$ cat src/sv/ipv6_extension_header_skipper_assert.svh
// assertion macros for the rtl
`ifndef IPV6_EXTENSION_HEADER_SKIPPER_ASSERT_SVH
`define IPV6_EXTENSION_HEADER_SKIPPER_ASSERT_SVH

// plain property checked on every rising clock edge outside reset
`define IPV6EHS_ASSERT(lbl, prop, msg) \
   lbl: assert property (@(posedge clock) disable iff (reset) (prop)) else $error(msg);

// same-cycle implication
`define IPV6EHS_ASSERT_IMPLY(lbl, ante, cons, msg) \
   lbl: assert property (@(posedge clock) disable iff (reset) (ante) |-> (cons)) \
      else $error(msg);

`endif

$ cat src/sv/ipv6ehs_pkg.sv
`timescale 1ns / 1ps
// ----------------------------------------------------------------------------
// ipv6ehs_pkg
// Types, codes and helpers for the ipv6 extension header skipper.
// ----------------------------------------------------------------------------
package ipv6ehs_pkg;

   localparam int OffsetBits = 16;
   localparam logic [OffsetBits-1:0] MaxLen = {OffsetBits{1'b1}};
   localparam logic [OffsetBits:0] FixedHdrLen = (OffsetBits + 1)'(40);
   localparam logic [OffsetBits-1:0] NextHdrIndex = OffsetBits'(6);

   // next-header codes
   localparam logic [7:0] NhHopByHop = 8'd0;
   localparam logic [7:0] NhRouting  = 8'd43;
   localparam logic [7:0] NhFragment = 8'd44;
   localparam logic [7:0] NhAuth     = 8'd51;
   localparam logic [7:0] NhNoNext   = 8'd59;
   localparam logic [7:0] NhDestOpts = 8'd60;

   // parse phases
   localparam logic [1:0] PhWait6    = 2'd0;
   localparam logic [1:0] PhWaitType = 2'd1;
   localparam logic [1:0] PhWaitLen  = 2'd2;
   localparam logic [1:0] PhDone     = 2'd3;

   // result status codes
   localparam logic [1:0] StOk     = 2'd0;
   localparam logic [1:0] StTrunc  = 2'd1;
   localparam logic [1:0] StNoNext = 2'd2;

   typedef struct packed {
      logic [7:0] pkt_byte;
      logic       last_byte;
   } ipv6ehs_req_type;

   typedef struct packed {
      logic [1:0]            status;
      logic [7:0]            upper_protocol;
      logic [OffsetBits-1:0] payload_offset;
   } ipv6ehs_rsp_type;

   typedef struct packed {
      logic [OffsetBits-1:0] byte_index;
      logic [OffsetBits:0]   chain_pos;
      logic [7:0]            pending_type;
      logic [7:0]            current_type;
      logic [1:0]            parse_phase;
      logic [1:0]            sticky_error;
   } ipv6ehs_state_type;

   localparam ipv6ehs_state_type StateReset = '{
      byte_index:   '0,
      chain_pos:    FixedHdrLen,
      pending_type: 8'd0,
      current_type: 8'd0,
      parse_phase:  PhWait6,
      sticky_error: StOk
   };

   function automatic logic is_ext_type(input logic [7:0] t);
      return (t == NhHopByHop) || (t == NhRouting) || (t == NhFragment) ||
             (t == NhAuth) || (t == NhNoNext) || (t == NhDestOpts);
   endfunction

endpackage

$ cat src/sv/ipv6_extension_header_skipper.sv
`timescale 1ns / 1ps
// The final byte is held in the input register; its result then goes to the
// result register on rsp_. Throughput: one packet byte per cycle unless a
// final byte waits for room there; an input register feeds the chain walker,
// whose compare and offset add finish before the result register. The input
// stage advances while a finished result waits, unless it holds a final byte.
// Reset: synchronous, clears both valid flags and returns the walker to byte 0.
// ----------------------------------------------------------------------------
// ipv6_extension_header_skipper
// Walks the ipv6 extension header chain and reports the upper-layer protocol.
// ----------------------------------------------------------------------------
`include "ipv6_extension_header_skipper_assert.svh"

module ipv6_extension_header_skipper import ipv6ehs_pkg::*; (
   input  logic            clock,
   input  logic            reset,
   input  logic            req_valid,
   output logic            req_ready,
   input  ipv6ehs_req_type req_data,
   output logic            rsp_valid,
   input  logic            rsp_ready,
   output ipv6ehs_rsp_type rsp_data
);

   logic              in_valid_ff;
   logic              in_valid_in;
   ipv6ehs_req_type   in_data_ff;
   ipv6ehs_state_type state_ff;
   ipv6ehs_state_type state_in;
   logic              out_valid_ff;
   logic              out_valid_in;
   ipv6ehs_rsp_type   out_data_ff;
   ipv6ehs_rsp_type   step_rsp;
   logic              advance;

   ipv6ehs_step u_step (
      .cur_state (state_ff),
      .req_item  (in_data_ff),
      .nxt_state (state_in),
      .rsp_item  (step_rsp)
   );

   // a final byte may only move on once the result register has room
   assign advance = in_valid_ff &&
                    (!in_data_ff.last_byte || !out_valid_ff || rsp_ready);
   assign req_ready = !in_valid_ff || advance;

   always_comb begin
      in_valid_in = in_valid_ff;
      if (req_ready) begin
         in_valid_in = req_valid;
      end
      out_valid_in = out_valid_ff;
      if (rsp_ready) begin
         out_valid_in = 1'b0;
      end
      if (advance && in_data_ff.last_byte) begin
         out_valid_in = 1'b1;
      end
   end

   always_ff @(posedge clock) begin
      if (reset) begin
         in_valid_ff  <= 1'b0;
         out_valid_ff <= 1'b0;
         state_ff     <= StateReset;
      end else begin
         in_valid_ff  <= in_valid_in;
         out_valid_ff <= out_valid_in;
         if (advance) begin
            state_ff <= state_in;
         end
      end
   end

   always_ff @(posedge clock) begin
      if (req_valid && req_ready) begin
         in_data_ff <= req_data;
      end
      if (advance && in_data_ff.last_byte) begin
         out_data_ff <= step_rsp;
      end
   end

   assign rsp_valid = out_valid_ff;
   assign rsp_data  = out_data_ff;

   `IPV6EHS_ASSERT_IMPLY(a_status_code, rsp_valid, (rsp_data.status == StOk || rsp_data.status == StTrunc || rsp_data.status == StNoNext), "result status is not a defined code")
   `IPV6EHS_ASSERT_IMPLY(a_err_fields_zero, (rsp_valid && rsp_data.status != StOk), (rsp_data.upper_protocol == 8'd0 && rsp_data.payload_offset == '0), "error result carries protocol or offset")
   `IPV6EHS_ASSERT_IMPLY(a_ok_offset_min, (rsp_valid && rsp_data.status == StOk), (rsp_data.payload_offset >= FixedHdrLen[OffsetBits-1:0]), "ok result offset below fixed header")
   `IPV6EHS_ASSERT(a_wait6_chain_pos, (state_ff.parse_phase != PhWait6 || state_ff.chain_pos == FixedHdrLen), "chain position moved before byte six")

endmodule

$ cat src/sv/ipv6ehs_step.sv
`timescale 1ns / 1ps
// ----------------------------------------------------------------------------
// ipv6ehs_step
// Next-state and result logic for one packet byte of the header chain walk.
// ----------------------------------------------------------------------------
module ipv6ehs_step import ipv6ehs_pkg::*; (
   input  ipv6ehs_state_type cur_state,
   input  ipv6ehs_req_type   req_item,
   output ipv6ehs_state_type nxt_state,
   output ipv6ehs_rsp_type   rsp_item
);

   always_comb begin
      ipv6ehs_state_type    st;
      logic [11:0]          hdr_len;
      logic [OffsetBits+1:0] pos_sum;
      logic [OffsetBits+1:0] pos_plus1;
      logic [OffsetBits:0]  pkt_len;

      st        = cur_state;
      hdr_len   = 12'd0;
      pos_sum   = '0;
      pos_plus1 = (OffsetBits + 2)'(cur_state.chain_pos) + (OffsetBits + 2)'(1);
      rsp_item  = '0;

      if (cur_state.byte_index == MaxLen) begin
         st.sticky_error = StTrunc;
      end else if (cur_state.sticky_error == StOk) begin
         case (cur_state.parse_phase)
            PhWait6: begin
               if (cur_state.byte_index == NextHdrIndex) begin
                  st.current_type = req_item.pkt_byte;
                  st.parse_phase  = is_ext_type(req_item.pkt_byte) ? PhWaitType : PhDone;
               end
            end
            PhWaitType: begin
               if ({1'b0, cur_state.byte_index} == cur_state.chain_pos) begin
                  st.pending_type = req_item.pkt_byte;
                  st.parse_phase  = PhWaitLen;
               end
            end
            PhWaitLen: begin
               if ((OffsetBits + 2)'(cur_state.byte_index) == pos_plus1) begin
                  if (cur_state.current_type == NhNoNext) begin
                     st.sticky_error = StNoNext;
                  end else begin
                     if (cur_state.current_type == NhFragment) begin
                        hdr_len = 12'd8;
                     end else if (cur_state.current_type == NhAuth) begin
                        hdr_len = (12'(req_item.pkt_byte) + 12'd2) << 2;
                     end else begin
                        hdr_len = (12'(req_item.pkt_byte) + 12'd1) << 3;
                     end
                     pos_sum = (OffsetBits + 2)'(cur_state.chain_pos) +
                               (OffsetBits + 2)'(hdr_len);
                     // clamp just above the longest packet
                     if (pos_sum > (OffsetBits + 2)'(MaxLen)) begin
                        st.chain_pos = {1'b1, {OffsetBits{1'b0}}};
                     end else begin
                        st.chain_pos = pos_sum[OffsetBits:0];
                     end
                     st.current_type = cur_state.pending_type;
                     st.parse_phase  = is_ext_type(cur_state.pending_type) ?
                                       PhWaitType : PhDone;
                  end
               end
            end
            default: begin
            end
         endcase
      end

      if (cur_state.byte_index != MaxLen) begin
         st.byte_index = cur_state.byte_index + OffsetBits'(1);
      end

      pkt_len = (OffsetBits + 1)'(cur_state.byte_index) + (OffsetBits + 1)'(1);
      if (st.sticky_error != StOk) begin
         rsp_item.status = st.sticky_error;
      end else if (st.parse_phase != PhDone) begin
         rsp_item.status = StTrunc;
      end else if (st.chain_pos != FixedHdrLen && st.chain_pos > pkt_len) begin
         rsp_item.status = StTrunc;
      end else begin
         rsp_item.status         = StOk;
         rsp_item.upper_protocol = st.current_type;
         rsp_item.payload_offset = st.chain_pos[OffsetBits-1:0];
      end

      // each packet starts from a clean walker
      nxt_state = req_item.last_byte ? StateReset : st;
   end

endmodule

$ cat config.mk
export PLATFORM = sky130hd
export DESIGN_NAME = ipv6_extension_header_skipper
export DESIGN_NICKNAME = d
export VERILOG_FILES = /design/src/sv/ipv6ehs_pkg.sv /design/src/sv/ipv6_extension_header_skipper.sv /design/src/sv/ipv6ehs_step.sv
export VERILOG_INCLUDE_DIRS = /design/src /design/src/sv
export SDC_FILE = /design/constraint.sdc
export NUM_CORES = 1
export LEC_CHECK = 0
export BUFFER_PORTS_ARGS = -buffer_cell sky130_fd_sc_hd__buf_2
export CAP_MARGIN = 25
export CORE_ASPECT_RATIO = 0.9
export CORE_MARGIN = 2
export CORE_UTILIZATION = 57
export CTS_CLUSTER_DIAMETER = 50
export DETAILED_ROUTE_END_ITERATION = 10
export PLACE_DENSITY = 0.78
export SYNTH_ARGS = -nofsm -noshare
export SYNTH_HDL_FRONTEND = slang
export SYNTH_HIERARCHICAL = 1
export SYNTH_SLANG_ARGS = --single-unit
$ cat constraint.sdc
create_clock -name clock -period 5 [get_ports clock]
set_clock_uncertainty 0.1 [all_clocks]
set_input_delay 0 -clock clock [delete_from_list [all_inputs] [get_ports clock]]
set_output_delay 0 -clock clock [all_outputs]
set_load 0.005 [all_outputs]
==> results.txt <==
fin area - 8920 µm²
peak supply drop - 0.249 mV
vias post-DR - 7262
ANT nets after route - 0
highest-count cells in the layout ignoring fill and taps - 110 x nand2b_1, 81 x buf_4, 63 x nor2_1, 62 x mux2i_1, 52 x nand2_1
critical path class - reg -> reg
violated checks - setup timing
Critical Path AT - 5.10 ns
final WL - 22300 µm
DP Area - 8150 µm²
hold_ws - 0.216 ns
dpl ws - -0.166 ns
syn nets - 942
mean post-synth cell area - 8.33 µm²
initial antenna violation count - 0
Final #Nets - 1027
dpl cells - 1105
CTS tree - done
clock-pin slew on the worst setup and hold paths - 0.07 ns
synth-to-layout area growth - 19.7%
drt via density - 6.32
area of the core - 12700 µm²
Fin. Hold Viols - 0
CP startpoint kind - flip-flop
max_cap viols - 0
share of cells above drive strength 1 - 21.9%
antenna cells - 0
largest net degree at the start of global routing - 109
Max Freq - 197 MHz
Die Y - 112 µm
reg2reg start - state_ff[6]
CTS Sinks - 90
DRC errors left - 0
H-tree depth - 3
max-slew headroom at the worst pin - 35.8%
die width - 125 µm
cell area after synthesis - 7450 µm²
Reg2Reg Depth - 24
Final WS setup - -0.0809 ns
sequential area share after synthesis - 28.9%
gr usage total - 30.8%
Final setup viols - 16
number of global-route vias before repair - 6544
synth unique cells - 67
Worst setup endpoint - rsp_data[11]
Pre-antenna DRT Iters - 7
Main synth FF type - dfxtp_1
Cells after Synth - 895
number of flops mapped to enable cells by yosys - 35
Final period util - 102%
CTS Buf Count - 9
Worst Hold Depth - 3
TNS Setup - -0.771 ns
num ports - 41
crit end category - flip-flop
Async S/R FF share, synth - 0%
status - complete, but fails checks
DP HPWL - 15700 µm
most common cell after layout, fill and taps aside - nand2b_1
Req. time, crit path - 5.02 ns
Slew Viols, Final - 0
Rows - 39
leakage power - 3.34 nW
RD Place Congestion - 0.952
WL per Instance - 19.4 µm
DRT iter0 DRCs - 1084
worst hold-check path type - in -> reg
actual slew at the worst max-slew pin - 0.963 ns
Worst Path Max Fanout - 10
R2R Setup Slk - -0.08 ns
Critical path origin - state_ff[6]
CTS Buffer Depth - 2
Overflow after GRT - 0
root cell of the clock tree - clkbuf_16
Initial Util - 58.5%
minimum clock period after layout - 5.08 ns
Port Buf Inserts - 40
area of the die - 14000 µm²
Skew-Pair Late Insertion Delay - 0.36 ns
Final Non-Filler Cells - 1149
Synth warnings - 6
RSZ-0062 raised after global routing - yes
power density over the cells - 183 nW/µm²
global-route wire length before repair - 34800 µm
Synth Register Bits - 90
Critical R2R Capture - rsp_data[11]
## cell usage after synthesis, drive strengths merged, types with 8 or more instances
library cell	n	area [µm²]
nand2b	110	688
nor2	72	270
mux2i	62	621
nand2	57	214
dfxtp	55	1100
a21oi	52	260
clkbuf	45	169
edfxtp	35	1050
ha	33	413
nor3	31	200
nand3	27	135
xnor2	26	228
xor2	24	210
inv	22	82.6
nor2b	22	145
o21ai	22	110
buf	19	170
nand4	19	119
nor4	19	125
and3	9	56.3
o211ai	9	67.6
o21a	9	75.1
o31ai	9	67.6
o221ai	8	70.1
## where the power goes
part	leakage (nW)	switching (mW)	internal (mW)	total, mW
registers	0.794	0.00787	0.768	0.776
logic	2.41	0.0954	0.0804	0.176
clock network	0.138	0.329	0.350	0.679
total	3.34	0.432	1.20	1.63
## registers in the layout (all words and copies together), names as in the netlist
name,flops
in_valid_ff,1
rsp_valid,1
in_data_ff,9
state_ff,53
rsp_data,26
## kinds of logic after synthesis
kind of cell / Yosys count / share of synthesized area (%)
AOI/OAI and AO/OA: 164 / 14.7
and+or+nand+nor: 408 / 30.6
muxes: 63 / 8.48
buffers and inverters: 86 / 5.66
xor gates and xnor gates: 50 / 5.87
DFF: 90 / 28.9
adders and majority gates: 34 / 5.81
## layer usage
layer	track usage, %	wire, µm	vias to the layer above	share of wire [%]
met5	0	0	-	0
met4	7.87	606	0	2.7
met3	5.43	2160	53	9.7
met2	47.9	9890	388	44
met1	44.4	9640	3425	43
li1	-	-	3396	-
## area by class of cell
class / count / area (µm²)
clock buffer: 9 / 225
clock inverter: 7 / 68.8
fill: 1003 / 3810
inverter: 22 / 82.6
multi-input combinational: 720 / 5180
sequential: 90 / 2160
tap: 164 / 205
timing repair buffer: 137 / 1000
## per-stage QoR
| step | total power, mW | util [%] |
|---|---|---|
| floorplan | 0.908 | - |
| finish | 1.63 | 70.1 |
| global placement | 0.944 | 64.0 |
| CTS | 1.63 | 67.9 |
| global route | 1.67 | 70.1 |
| detailed placement | 0.945 | 64.0 |
## what timing repair did
| action | CTS | global route |
|---|---|---|
| pin swaps | 5 | 18 |
| hold endpoints to repair | 11 | 0 |
| buffers inserted | 2 | 12 |
| gates cloned | 1 | 1 |
| hold buffers | 12 | 0 |
| setup endpoints to repair | 25 | 25 |
| resized for setup | 13 | 40 |
## critical path, stage by stage (launching register included)
cell,delay [ns]
dfxtp_2,0.32
nand4b_1,0.24
nor3_4,0.33
buf_12,0.17
nand2_4,0.05
o21ai_2,0.06
o221ai_1,0.13
a31oi_1,0.31
ha_2,0.40
a21oi_4,0.18
a21oi_2,0.09
o211ai_1,0.23
and2_4,0.22
nor3_1,0.06
a21oi_1,0.38
inv_1,0.09
ha_1,0.33
nand4_1,0.10
nor3_1,0.06
a21oi_1,0.14
o21ai_0,0.13
a21oi_2,0.25
o21a_4,0.27
buf_12,0.16
nor2_1,0.05
## worst min-delay path by stage
stage / startpoint / slack [ns] / to
5_1_grt: req_data[3] / 0.25 / in_data_ff[3]
3_5_place_dp: req_data[8] / 0.08 / in_data_ff[8]
6_report: reset / 0.22 / rsp_valid
3_3_place_gp: req_data[5] / 0.08 / in_data_ff[5]
2_1_floorplan: req_data[0] / -0.001 / in_data_ff[0]
4_1_cts: reset / 0.21 / rsp_valid
Power figures use the tool's default switching activity.
